### config.mk
export PLATFORM = sky130hd
export DESIGN_NAME = fixed_partition_fit_allocator_core
export DESIGN_NICKNAME = d
export VERILOG_FILES = /design/src/hdl/fpfa_pkg.sv /design/src/hdl/fixed_partition_fit_allocator_core.sv /design/src/hdl/fpfa_ram.sv
export SDC_FILE = /design/constraint.sdc
export NUM_CORES = 2
export LEC_CHECK = 0
export BUFFER_PORTS_ARGS = -buffer_cell sky130_fd_sc_hd__buf_2
export CORE_ASPECT_RATIO = 0.7
export CORE_MARGIN = 1.5
export CORE_UTILIZATION = 27
export CTS_BUF_LIST = sky130_fd_sc_hd__clkbuf_4 sky130_fd_sc_hd__clkbuf_8
export CTS_CLUSTER_DIAMETER = 200
export CTS_CLUSTER_SIZE = 14
export DETAILED_ROUTE_END_ITERATION = 7
export PLACE_DENSITY = 0.44
export SYNTH_ARGS = -nofsm -noshare
export SYNTH_HDL_FRONTEND = slang
export SYNTH_SLANG_ARGS = --single-unit
### constraint.sdc
create_clock -name clock -period 5.2 [get_ports clock]
set_clock_uncertainty 0.05 [all_clocks]
set_input_delay 1.04 -clock clock [delete_from_list [all_inputs] [get_ports clock]]
set_output_delay 1.04 -clock clock [all_outputs]
set_load 0.1 [all_outputs]
### src/hdl/fpfa_pkg.sv
// Shared types and codes for the fixed-partition fit allocator.
package fpfa_pkg;

   localparam int PARTITIONS_DEF = 64;
   localparam int SIZE_BITS_DEF  = 16;

   localparam int OP_W       = 2;
   localparam int INDEX_W    = 6;
   localparam int AMOUNT_W   = 16;
   localparam int POLICY_W   = 2;
   localparam int COUNT_W    = 7;
   localparam int CSR_ADDR_W = 3;
   localparam int CSR_DATA_W = 32;

   localparam logic [OP_W-1:0] OP_LOAD  = 2'd0;
   localparam logic [OP_W-1:0] OP_ALLOC = 2'd1;
   localparam logic [OP_W-1:0] OP_QUERY = 2'd2;

   localparam logic [POLICY_W-1:0] FIT_FIRST = 2'd0;
   localparam logic [POLICY_W-1:0] FIT_NEXT  = 2'd1;
   localparam logic [POLICY_W-1:0] FIT_BEST  = 2'd2;
   localparam logic [POLICY_W-1:0] FIT_WORST = 2'd3;

   // word index of each register (byte address bit 2)
   localparam logic REG_POLICY = 1'b0;
   localparam logic REG_COUNT  = 1'b1;

   localparam logic [POLICY_W-1:0] POLICY_RESET = FIT_FIRST;
   localparam logic [COUNT_W-1:0]  COUNT_RESET  = 7'd1;

   typedef struct packed {
      logic [OP_W-1:0]     op;
      logic [INDEX_W-1:0]  entry_index;
      logic [AMOUNT_W-1:0] amount;
   } req_type;

   typedef struct packed {
      logic                granted;
      logic [INDEX_W-1:0]  chosen_index;
      logic [AMOUNT_W-1:0] remaining_size;
   } rsp_type;

endpackage

### src/hdl/fixed_partition_fit_allocator_core.sv
// Fixed-partition fit allocator: free-size table in RAM, sequential scan per allocation.
//
//  channel   handshake                     payload
//  -------   ---------------------------   ----------------------------------
//  request   start / busy                  req_item (op, entry_index, amount)
//  result    rsp_valid (one-cycle strobe)  rsp_item (granted, chosen_index,
//                                          remaining_size)
//  config    psel/penable/pwrite, pready   paddr, pwdata, prdata
//
// Load and rejected requests: result the cycle after accept, busy stays low.
// Query: busy while in the query state, which registers the result from the table read.
// Allocate: busy through the scan and write states; the table RAM yields one entry a cycle.
// Reset clears the controller, registers and roving pointer; table entries hold
// nothing until loaded. Results cannot be stalled.
module fixed_partition_fit_allocator_core #(
   parameter int PARTITIONS = fpfa_pkg::PARTITIONS_DEF,
   parameter int SIZE_BITS  = fpfa_pkg::SIZE_BITS_DEF
) (
   input  logic                                clock,
   input  logic                                reset,
   input  logic                                start,
   output logic                                busy,
   input  fpfa_pkg::req_type                   req_item,
   output logic                                rsp_valid,
   output fpfa_pkg::rsp_type                   rsp_item,
   input  logic                                psel,
   input  logic                                penable,
   input  logic                                pwrite,
   input  logic [fpfa_pkg::CSR_ADDR_W-1:0]     paddr,
   input  logic [fpfa_pkg::CSR_DATA_W-1:0]     pwdata,
   output logic [fpfa_pkg::CSR_DATA_W-1:0]     prdata,
   output logic                                pready
);

   import fpfa_pkg::*;

   localparam int IDX_W = $clog2(PARTITIONS);
   localparam int CNT_W = $clog2(PARTITIONS + 1);
   localparam int AC_W  = (CNT_W > COUNT_W) ? CNT_W : COUNT_W;
   localparam int VAL_W = (SIZE_BITS > AMOUNT_W) ? SIZE_BITS : AMOUNT_W;

   typedef enum logic [1:0] {
      ST_IDLE,
      ST_QUERY,
      ST_SCAN,
      ST_WRITE
   } state_type;

   state_type              state_ff, state_in;
   logic [POLICY_W-1:0]    policy_ff, policy_in;
   logic [COUNT_W-1:0]     count_ff, count_in;
   logic [IDX_W-1:0]       ptr_ff, ptr_in;
   logic [AMOUNT_W-1:0]    amt_ff, amt_in;
   logic [INDEX_W-1:0]     qidx_ff, qidx_in;
   logic [CNT_W-1:0]       act_ff, act_in;
   logic [IDX_W-1:0]       scan_addr_ff, scan_addr_in;
   logic [CNT_W-1:0]       iss_ff, iss_in;
   logic [IDX_W-1:0]       eval_addr_ff, eval_addr_in;
   logic                   pend_ff, pend_in;
   logic                   have_ff, have_in;
   logic [IDX_W-1:0]       pick_ff, pick_in;
   logic [SIZE_BITS-1:0]   best_ff, best_in;
   logic                   rsp_valid_ff, rsp_valid_in;
   rsp_type                rsp_ff, rsp_in;

   logic                   ram_we;
   logic [IDX_W-1:0]       ram_waddr;
   logic [SIZE_BITS-1:0]   ram_wdata;
   logic [IDX_W-1:0]       ram_raddr;
   logic [SIZE_BITS-1:0]   ram_rdata;

   logic                   accept;
   logic                   csr_wr;
   logic                   idx_ok;
   logic [IDX_W-1:0]       req_addr;
   logic [SIZE_BITS-1:0]   ld_val;
   logic [AC_W-1:0]        cnt_ext;
   logic [AC_W-1:0]        cnt_clamp;
   logic [IDX_W-1:0]       start_addr;
   logic [VAL_W-1:0]       d_ext;
   logic [VAL_W-1:0]       amt_ext;
   logic                   fit;
   logic                   seq_policy;
   logic                   better;
   logic                   hit;
   logic                   issue;
   logic [CNT_W-1:0]       addr_inc;
   logic [IDX_W-1:0]       next_addr;
   logic [SIZE_BITS-1:0]   new_val;

   fpfa_ram #(
      .WIDTH (SIZE_BITS),
      .DEPTH (PARTITIONS)
   ) u_table (
      .clock   (clock),
      .wr_en   (ram_we),
      .wr_addr (ram_waddr),
      .wr_data (ram_wdata),
      .rd_addr (ram_raddr),
      .rd_data (ram_rdata)
   );

   // configuration port
   assign pready = 1'b1;
   assign csr_wr = psel && penable && pwrite;

   always_comb begin
      unique case (paddr[CSR_ADDR_W-1])
         REG_POLICY: prdata = CSR_DATA_W'(policy_ff);
         REG_COUNT:  prdata = CSR_DATA_W'(count_ff);
         default:    prdata = '0;
      endcase
   end

   always_comb begin
      policy_in = policy_ff;
      count_in  = count_ff;
      if (csr_wr) begin
         if (paddr[CSR_ADDR_W-1] == REG_POLICY) begin
            policy_in = pwdata[POLICY_W-1:0];
         end else begin
            count_in = pwdata[COUNT_W-1:0];
         end
      end
   end

   // request decode helpers
   assign accept   = start && (state_ff == ST_IDLE);
   assign idx_ok   = 32'(req_item.entry_index) < 32'(PARTITIONS);
   assign req_addr = IDX_W'(req_item.entry_index);
   assign ld_val   = SIZE_BITS'(req_item.amount);

   always_comb begin
      cnt_ext = AC_W'(count_ff);
      priority if (cnt_ext == '0) begin
         cnt_clamp = AC_W'(1);
      end else if (cnt_ext > AC_W'(PARTITIONS)) begin
         cnt_clamp = AC_W'(PARTITIONS);
      end else begin
         cnt_clamp = cnt_ext;
      end
   end

   // stale pointer restarts the rove at zero
   assign start_addr = ((policy_ff == FIT_NEXT) && (AC_W'(ptr_ff) < cnt_clamp)) ?
                       ptr_ff : '0;

   // scan evaluation on the word read back last cycle
   assign d_ext      = VAL_W'(ram_rdata);
   assign amt_ext    = VAL_W'(amt_ff);
   assign fit        = d_ext >= amt_ext;
   assign seq_policy = (policy_ff == FIT_FIRST) || (policy_ff == FIT_NEXT);
   assign better     = !have_ff ||
                       ((policy_ff == FIT_BEST) ? (d_ext < VAL_W'(best_ff))
                                                : (d_ext > VAL_W'(best_ff)));
   assign hit        = pend_ff && fit && seq_policy;
   assign issue      = (iss_ff < act_ff) && !hit;
   assign addr_inc   = CNT_W'(scan_addr_ff) + CNT_W'(1);
   assign next_addr  = (addr_inc == act_ff) ? '0 : IDX_W'(addr_inc);
   assign new_val    = SIZE_BITS'(VAL_W'(best_ff) - amt_ext);

   assign ram_raddr  = (state_ff == ST_IDLE) ? req_addr : scan_addr_ff;

   always_comb begin
      state_in     = state_ff;
      ptr_in       = ptr_ff;
      amt_in       = amt_ff;
      qidx_in      = qidx_ff;
      act_in       = act_ff;
      scan_addr_in = scan_addr_ff;
      iss_in       = iss_ff;
      eval_addr_in = eval_addr_ff;
      pend_in      = pend_ff;
      have_in      = have_ff;
      pick_in      = pick_ff;
      best_in      = best_ff;
      rsp_valid_in = 1'b0;
      rsp_in       = '0;
      ram_we       = 1'b0;
      ram_waddr    = req_addr;
      ram_wdata    = ld_val;

      unique case (state_ff)
         ST_IDLE: begin
            if (accept) begin
               unique case (req_item.op)
                  OP_LOAD: begin
                     rsp_valid_in = 1'b1;
                     if (idx_ok) begin
                        ram_we                = 1'b1;
                        ptr_in                = '0;
                        rsp_in.granted        = 1'b1;
                        rsp_in.chosen_index   = req_item.entry_index;
                        rsp_in.remaining_size = AMOUNT_W'(VAL_W'(ld_val));
                     end
                  end
                  OP_QUERY: begin
                     if (idx_ok) begin
                        qidx_in  = req_item.entry_index;
                        state_in = ST_QUERY;
                     end else begin
                        rsp_valid_in = 1'b1;
                     end
                  end
                  OP_ALLOC: begin
                     amt_in       = req_item.amount;
                     act_in       = CNT_W'(cnt_clamp);
                     scan_addr_in = start_addr;
                     iss_in       = '0;
                     pend_in      = 1'b0;
                     have_in      = 1'b0;
                     state_in     = ST_SCAN;
                  end
                  default: begin
                     rsp_valid_in = 1'b1;
                  end
               endcase
            end
         end
         ST_QUERY: begin
            rsp_valid_in          = 1'b1;
            rsp_in.granted        = 1'b1;
            rsp_in.chosen_index   = qidx_ff;
            rsp_in.remaining_size = AMOUNT_W'(d_ext);
            state_in              = ST_IDLE;
         end
         ST_SCAN: begin
            if (pend_ff && fit && (seq_policy || better)) begin
               have_in = 1'b1;
               pick_in = eval_addr_ff;
               best_in = ram_rdata;
            end
            if (issue) begin
               iss_in       = iss_ff + CNT_W'(1);
               scan_addr_in = next_addr;
               eval_addr_in = scan_addr_ff;
               pend_in      = 1'b1;
            end else begin
               pend_in = 1'b0;
            end
            if (hit || ((iss_ff == act_ff) && !pend_ff)) begin
               state_in = ST_WRITE;
            end
         end
         ST_WRITE: begin
            rsp_valid_in = 1'b1;
            if (have_ff) begin
               ram_we                = 1'b1;
               ram_waddr             = pick_ff;
               ram_wdata             = new_val;
               rsp_in.granted        = 1'b1;
               rsp_in.chosen_index   = INDEX_W'(pick_ff);
               rsp_in.remaining_size = AMOUNT_W'(VAL_W'(new_val));
               if (policy_ff == FIT_NEXT) begin
                  ptr_in = pick_ff;
               end
            end
            state_in = ST_IDLE;
         end
         default: begin
            state_in = ST_IDLE;
         end
      endcase
   end

   always_ff @(posedge clock) begin
      if (reset) begin
         state_ff     <= ST_IDLE;
         policy_ff    <= POLICY_RESET;
         count_ff     <= COUNT_RESET;
         ptr_ff       <= '0;
         pend_ff      <= 1'b0;
         have_ff      <= 1'b0;
         rsp_valid_ff <= 1'b0;
      end else begin
         state_ff     <= state_in;
         policy_ff    <= policy_in;
         count_ff     <= count_in;
         ptr_ff       <= ptr_in;
         pend_ff      <= pend_in;
         have_ff      <= have_in;
         rsp_valid_ff <= rsp_valid_in;
      end
      amt_ff       <= amt_in;
      qidx_ff      <= qidx_in;
      act_ff       <= act_in;
      scan_addr_ff <= scan_addr_in;
      iss_ff       <= iss_in;
      eval_addr_ff <= eval_addr_in;
      pick_ff      <= pick_in;
      best_ff      <= best_in;
      rsp_ff       <= rsp_in;
   end

   assign busy      = (state_ff != ST_IDLE);
   assign rsp_valid = rsp_valid_ff;
   assign rsp_item  = rsp_ff;

endmodule

### src/hdl/fpfa_ram.sv
// Generic single-port-write, single-port-read RAM with registered read data.
module fpfa_ram #(
   parameter int WIDTH = 16,
   parameter int DEPTH = 64
) (
   input  logic                     clock,
   input  logic                     wr_en,
   input  logic [$clog2(DEPTH)-1:0] wr_addr,
   input  logic [WIDTH-1:0]         wr_data,
   input  logic [$clog2(DEPTH)-1:0] rd_addr,
   output logic [WIDTH-1:0]         rd_data
);

   logic [WIDTH-1:0] mem_ff [DEPTH];
   logic [WIDTH-1:0] rd_data_ff;

   always_ff @(posedge clock) begin
      if (wr_en) begin
         mem_ff[wr_addr] <= wr_data;
      end
      rd_data_ff <= mem_ff[rd_addr];
   end

   assign rd_data = rd_data_ff;

endmodule
Word level (Yosys, flattened, before mapping) --
Memories as Yosys holds them, arrays and structs flattened. A register that Yosys moved wholly into a read port is not among the register bits. Index checks and enable logic that the tools add are counted.
Operators by class: add/sub/neg operators 3, multiply operators 0, div/mod/pow operators 0, order comparisons 6, equality and inequality tests 18, shifts and indexed selects 0, mux-type cells 47, bitwise operators 1, reduce and logical (&&, ||, !) cells 36
Operator list (number):
- 6-bit 2-to-1 mux | 12
- 23-bit 2-to-1 mux | 3
- 23-bit one-hot mux with 3 select lines | 1
- 32-bit one-hot mux with 2 select lines | 1
- 7-bit 2-to-1 mux | 5
- 16-bit 2-to-1 mux | 2
- 6-bit one-hot mux with 2 select lines | 2
- 16-bit >= comparator | 1
- 16-bit > comparator | 1
- 16-bit < comparator | 1
- 16-bit subtractor | 1
- 7-bit equality test | 2
- 7-bit one-hot mux with 2 select lines | 1
- 1-bit 2-to-1 mux | 12
- 2-bit != test (second input constant) | 6
- 3-bit AND reduction | 4
- 1-bit logical AND | 9
- 2-bit equality test (second input constant) | 4
- 1-bit one-hot mux with 2 select lines | 4
- 2-bit AND reduction | 4
- 4-bit AND reduction | 2
- 6-bit by 1-bit adder with 7-bit output (second input constant) | 1
- 7-bit by 1-bit adder with 7-bit output (second input constant) | 1
- 7-bit > comparator (second input constant) | 1
- other kinds (16) | 30
Word-level totals: register bits 113, latch bits 0, memory bits (writable) 1024, ROM bits 0, bits of input ports 65, output and inout bits 58, logic and storage cells 130, memories 1
Memories:
- u_table.mem_ff | words 64, bits a word 16, rd ports 1, clocked after memory_dff 1, write ports 1, RTL line fpfa_ram.sv:14 | logic [WIDTH-1:0] mem_ff [DEPTH];

Depth between registers and ports, before layout --
depth in word-level cells 9, mapped depth 13

Cells and area by module --
A second synthesis with hierarchy kept.
Second synthesis, totals: cell total of the unflattened synthesis 2544, area total of the unflattened synthesis 46902.5 sq um
By module, submodules not included:
- fpfa_ram | instances 1, cells an instance 1829, area each 40042.2 sq um, sequential area each 31069.8 sq um
- fixed_partition_fit_allocator_core | instances 1, cells an instance 715, area each 6860.3 sq um, sequential area each 2962.8 sq um

Worst setup path before layout --
No wires, ideal clock.
kind register to register, start register best_ff[2], end memory u_table.mem_ff[0][10] (data pin), arrival time 4501 ps, setup slack -70 ps, stages on the path, launching flop included 9, path buffers 0, clock period less this slack 5270 ps, path through edfxtp_1 -> ha_1 -> nor2b_1 -> o21a_1 -> o21ai_0 -> a21oi_1 -> o21a_1 -> o21a_1 -> o31ai_1
Between the ends: word-level cells in the longest chain between the ends 3
Ends and longest elaborated chain:
- start, declared | RTL line fixed_partition_fit_allocator_core.sv:62 | logic [SIZE_BITS-1:0] best_ff, best_in;
- start signal, assigned | RTL line fixed_partition_fit_allocator_core.sv:291 | best_ff <= best_in;
- 16-bit subtractor | RTL line fixed_partition_fit_allocator_core.sv:160 | assign new_val = SIZE_BITS'(VAL_W'(best_ff) - amt_ext);
- 16-bit 2-to-1 mux | RTL line fixed_partition_fit_allocator_core.sv:247 | if (have_ff) begin
- 16-bit 2-to-1 mux | RTL line fixed_partition_fit_allocator_core.sv:183 | unique case (state_ff)
- named net ram_wdata[10] | RTL line fixed_partition_fit_allocator_core.sv:68 | logic [SIZE_BITS-1:0] ram_wdata;
- end, declared | RTL line fpfa_ram.sv:14
The timed path passes the listed nets, and every way through them passes these cells.

Final worst setup path --
start register state_ff[1], end register u_table.rd_data_ff[1] (netlist: u_table.rd_data[1]) (read register of u_table.mem_ff)
Between the ends: word-level cells in the longest chain between the ends 2
Ends and longest elaborated chain:
- start, declared | RTL line fixed_partition_fit_allocator_core.sv:49 | state_type state_ff, state_in;
- start signal, assigned | RTL line fixed_partition_fit_allocator_core.sv:276 | state_ff <= state_in;
- 2-bit logical NOT | RTL line fixed_partition_fit_allocator_core.sv:162 | assign ram_raddr = (state_ff == ST_IDLE) ? req_addr : scan_addr_ff;
- 6-bit 2-to-1 mux | RTL line fixed_partition_fit_allocator_core.sv:162
- end, declared | RTL line fpfa_ram.sv:15 | logic [WIDTH-1:0] rd_data_ff;
Every way passes these cells. A chain may end at the register's enable or synchronous reset.

==> flow_summary.yaml <==
placement:
  dp_hpwl_um: 88300
  pre_cts_slack_ns: 0.996
  io_buffers: 69
  gp_congestion: 0.789
timing:
  fin_crit_ns: 4.24
  grt_setup_unrepaired: "false"
  period_share_pct: 81.6
  max_slew.worst_pin.slew_ns: 1.28
  holdWs_ns: 0.364
  slew_violations: 0
  slew_headroom_pct: 14.9
  fmax_ghz: 0.236
  setup_viol: 0
  finalHoldViolCount: 0
  setup_ws_ns: 0.959
  tns_ns: 0
job:
  maxCapViolations: 0
clock_tree:
  cts.clk_slew.worst_paths_ns: 0.10
  hold_buffers: 0
  cts-root-buf: "clkbuf_8"
  cts_buffers: 92
  cts_tree: "done"
  post_cts_buffers: 0
  cts_buffer_depth: 3
  cts.sinks: 1153
  cts_resized: 0
  clock_latency_ns: 0.83
  h-tree-depth: 3
grt:
  antenna_found_initial: 11
  first_global_vias: 24900
  overflow: 0
  grt_max_degree: 74
  grt_util_all_layers_pct: 15.7
  grt_pass1_wl_um: 196000
detailed_routing:
  drc: 0
  drt_iter0_drc: 3047
  antenna_left: 0
  vias: 25800
  viasPerCell: 4.88
  drt_first_pass_iters: 5
  wl_um: 139000
  routedWlPerCell_um: 26.3
synthesis:
  synth_area_per_cell_um2: 16.7
  synth_edf_count: 1094
  ys_ff_latch: 1153
  synthArstFlopShare_pct: 0
  seq_area_frac_synth_pct: 73.4
  ys_types: 60
  synth.cell_area_um2: 46400
  post-synth-top-count-cell: "edfxtp_1"
  yosys.area.top_type: "edfxtp_1"
  synth_area_leaders: "edfxtp_1, mux4_2, nand2_1"
  yosysWarnings: 0
  yosysTopAreaCellShare_pct: 70.9
  synthesis.instances: 2782
  synth_flop_cell: "edfxtp_1"
  synth_common_cells: "edfxtp_1, nand2_1, mux4_2"
setup_path:
  slowest_stage: "ha_1"
  timing.critical_path.buf_inv: 3
  cpLargestDelayFamily: "buffers and inverters"
  path_cells: "inv_1 > ha_1 > buf_4 > mux2i_4 > buf_4 > nand2_1 > nand3_1 > nand2_1 > a31oi_1 > a22oi_1 > nand4_1"
  slowest_delay_ns: 0.75
  arrival_ns: 4.91
  crit_required_ns: 5.87
  critPathCaptureType: "flip-flop"
  critPathLaunchType: "flip-flop"
  crit_type: "reg2reg"
  cp_max_fo: 28
floorplan:
  die-height_um: 350
  core-area_um2: 171000
  die_w_um: 498
  ios: 123
  num_rows: 127
  initial_utilization_pct: 27.1
  die_area_um2: 174000
min_path:
  hp-class: "reg2reg"
outcome:
  outcome: "finished, final reports clean"
finish:
  nets: 3113
  areaGrowthSynthToFinish_pct: 12.5
  drive_above_1_share_pct: 20.6
pwr:
  p_leak_uw: 0.0168
  vdd_drop_max_mv: 0.231
  p_total_uw: 22400
  powerDensity_nw_per_um2: 429
==> per-layer routing <==
metal	track usage [%]	part of all wire (%)
met2	21.6	41
met1	25.7	52
met5	0	0
met3	2.62	6.5
met4	2.53	1.3
==> placed cells by master (no fill, tap or decap), types with 16 or more instances in the layout <==
| cell | synthesis | routed |
|---|---|---|
| nand4_1 | 23 | 23 |
| a21oi_1 | 71 | 71 |
| buf_4 | 38 | 150 |
| nor2_1 | 128 | 96 |
| a31oi_1 | 68 | 68 |
| nor2_2 | 0 | 32 |
| xnor2_1 | 16 | 16 |
| inv_1 | 57 | 57 |
| o41ai_1 | 17 | 17 |
| nand3_1 | 100 | 98 |
| a22oi_1 | 58 | 58 |
| nand2b_1 | 23 | 23 |
| conb_1 | 2 | 26 |
| clkbuf_8 | 0 | 92 |
| edfxtp_1 | 1094 | 1094 |
| buf_2 | 39 | 69 |
| nand2_1 | 402 | 394 |
| o21ai_0 | 23 | 21 |
| nor2b_1 | 27 | 27 |
| clkbuf_4 | 0 | 41 |
| ha_1 | 69 | 69 |
| mux4_2 | 190 | 190 |
| dfxtp_1 | 59 | 59 |
| a221oi_1 | 19 | 19 |
| and3_1 | 22 | 22 |
==> worst reg2reg max path, cell delays in order (launching register included) <==
cell,delay (ns)
dfxtp_1,0.35
inv_1,0.12
ha_1,0.75
buf_4,0.36
mux2i_4,0.74
buf_4,0.49
nand2_1,0.12
nand3_1,0.09
nand2_1,0.05
a31oi_1,0.62
a22oi_1,0.27
nand4_1,0.16
==> registers in the layout, summed over array words and instances, names as in the netlist, 7 cells and up <==
name / count
u_table.mem_ff: 1024
u_table.rd_data: 16
rsp_item: 23
amt_ext: 16
iss_ff: 7
act_ff: 7
best_ff: 16
cnt_ext: 7
==> power breakdown <==
part           switching, µW  total [µW]  internal, µW
clock network           3070        5020          1950
logic                   4250        6620          2380
registers                347       10700         10400
total                   7660       22400         14700
==> cell families (layout without fill, tap and decap cells) <==
kind of cell	Yosys count	after routing	share of synthesized area (%)
mux	210	210	9.67
compound gates	341	341	5.13
buf+inv	212	430	2.15
flops	1153	1153	73.4
fa+ha+maj	70	70	1.91
xor+xnor	25	25	0.472
other cells	2	30	0.0162
simple gates	769	769	7.26
==> stage by stage <==
stage / instance area (µm²) / instances / utilization [%]
floorplan: 46500 / 2806 / -
global placement: 50500 / 5141 / 29.5
detailed placement: 50500 / 5141 / 29.5
CTS: 52200 / 5281 / 30.5
global route: 52200 / 5281 / 30.5
finish: 52200 / 5285 / 30.5
==> path summary, 6_finish.rpt <==
path         slack, ns                    endpoint  cells past startpoint                 startpoint
min reg2reg       0.36        pick_ff[3]$_DFFE_PP_                      0  eval_addr_ff[3]$_DFFE_PP_
max reg2reg       0.96  u_table.rd_data[1]$_DFF_P_                     11   state_ff[1]$_SDFFE_PP0P_
min               0.36        pick_ff[3]$_DFFE_PP_                      0  eval_addr_ff[3]$_DFFE_PP_
max               0.96  u_table.rd_data[1]$_DFF_P_                     11   state_ff[1]$_SDFFE_PP0P_
==> final cells by class <==
class / instances / area [µm²]
inverter: 57 / 214
fill: 16800 / 119000
clock inverter: 7 / 71.3
antenna: 4 / 10.0
sequential: 1153 / 34000
tap: 2257 / 2820
multi-input combinational: 1441 / 11700
clock buffer: 133 / 1570
timing repair buffer: 233 / 1750
No activity file was read; power rests on OpenSTA's default activity.
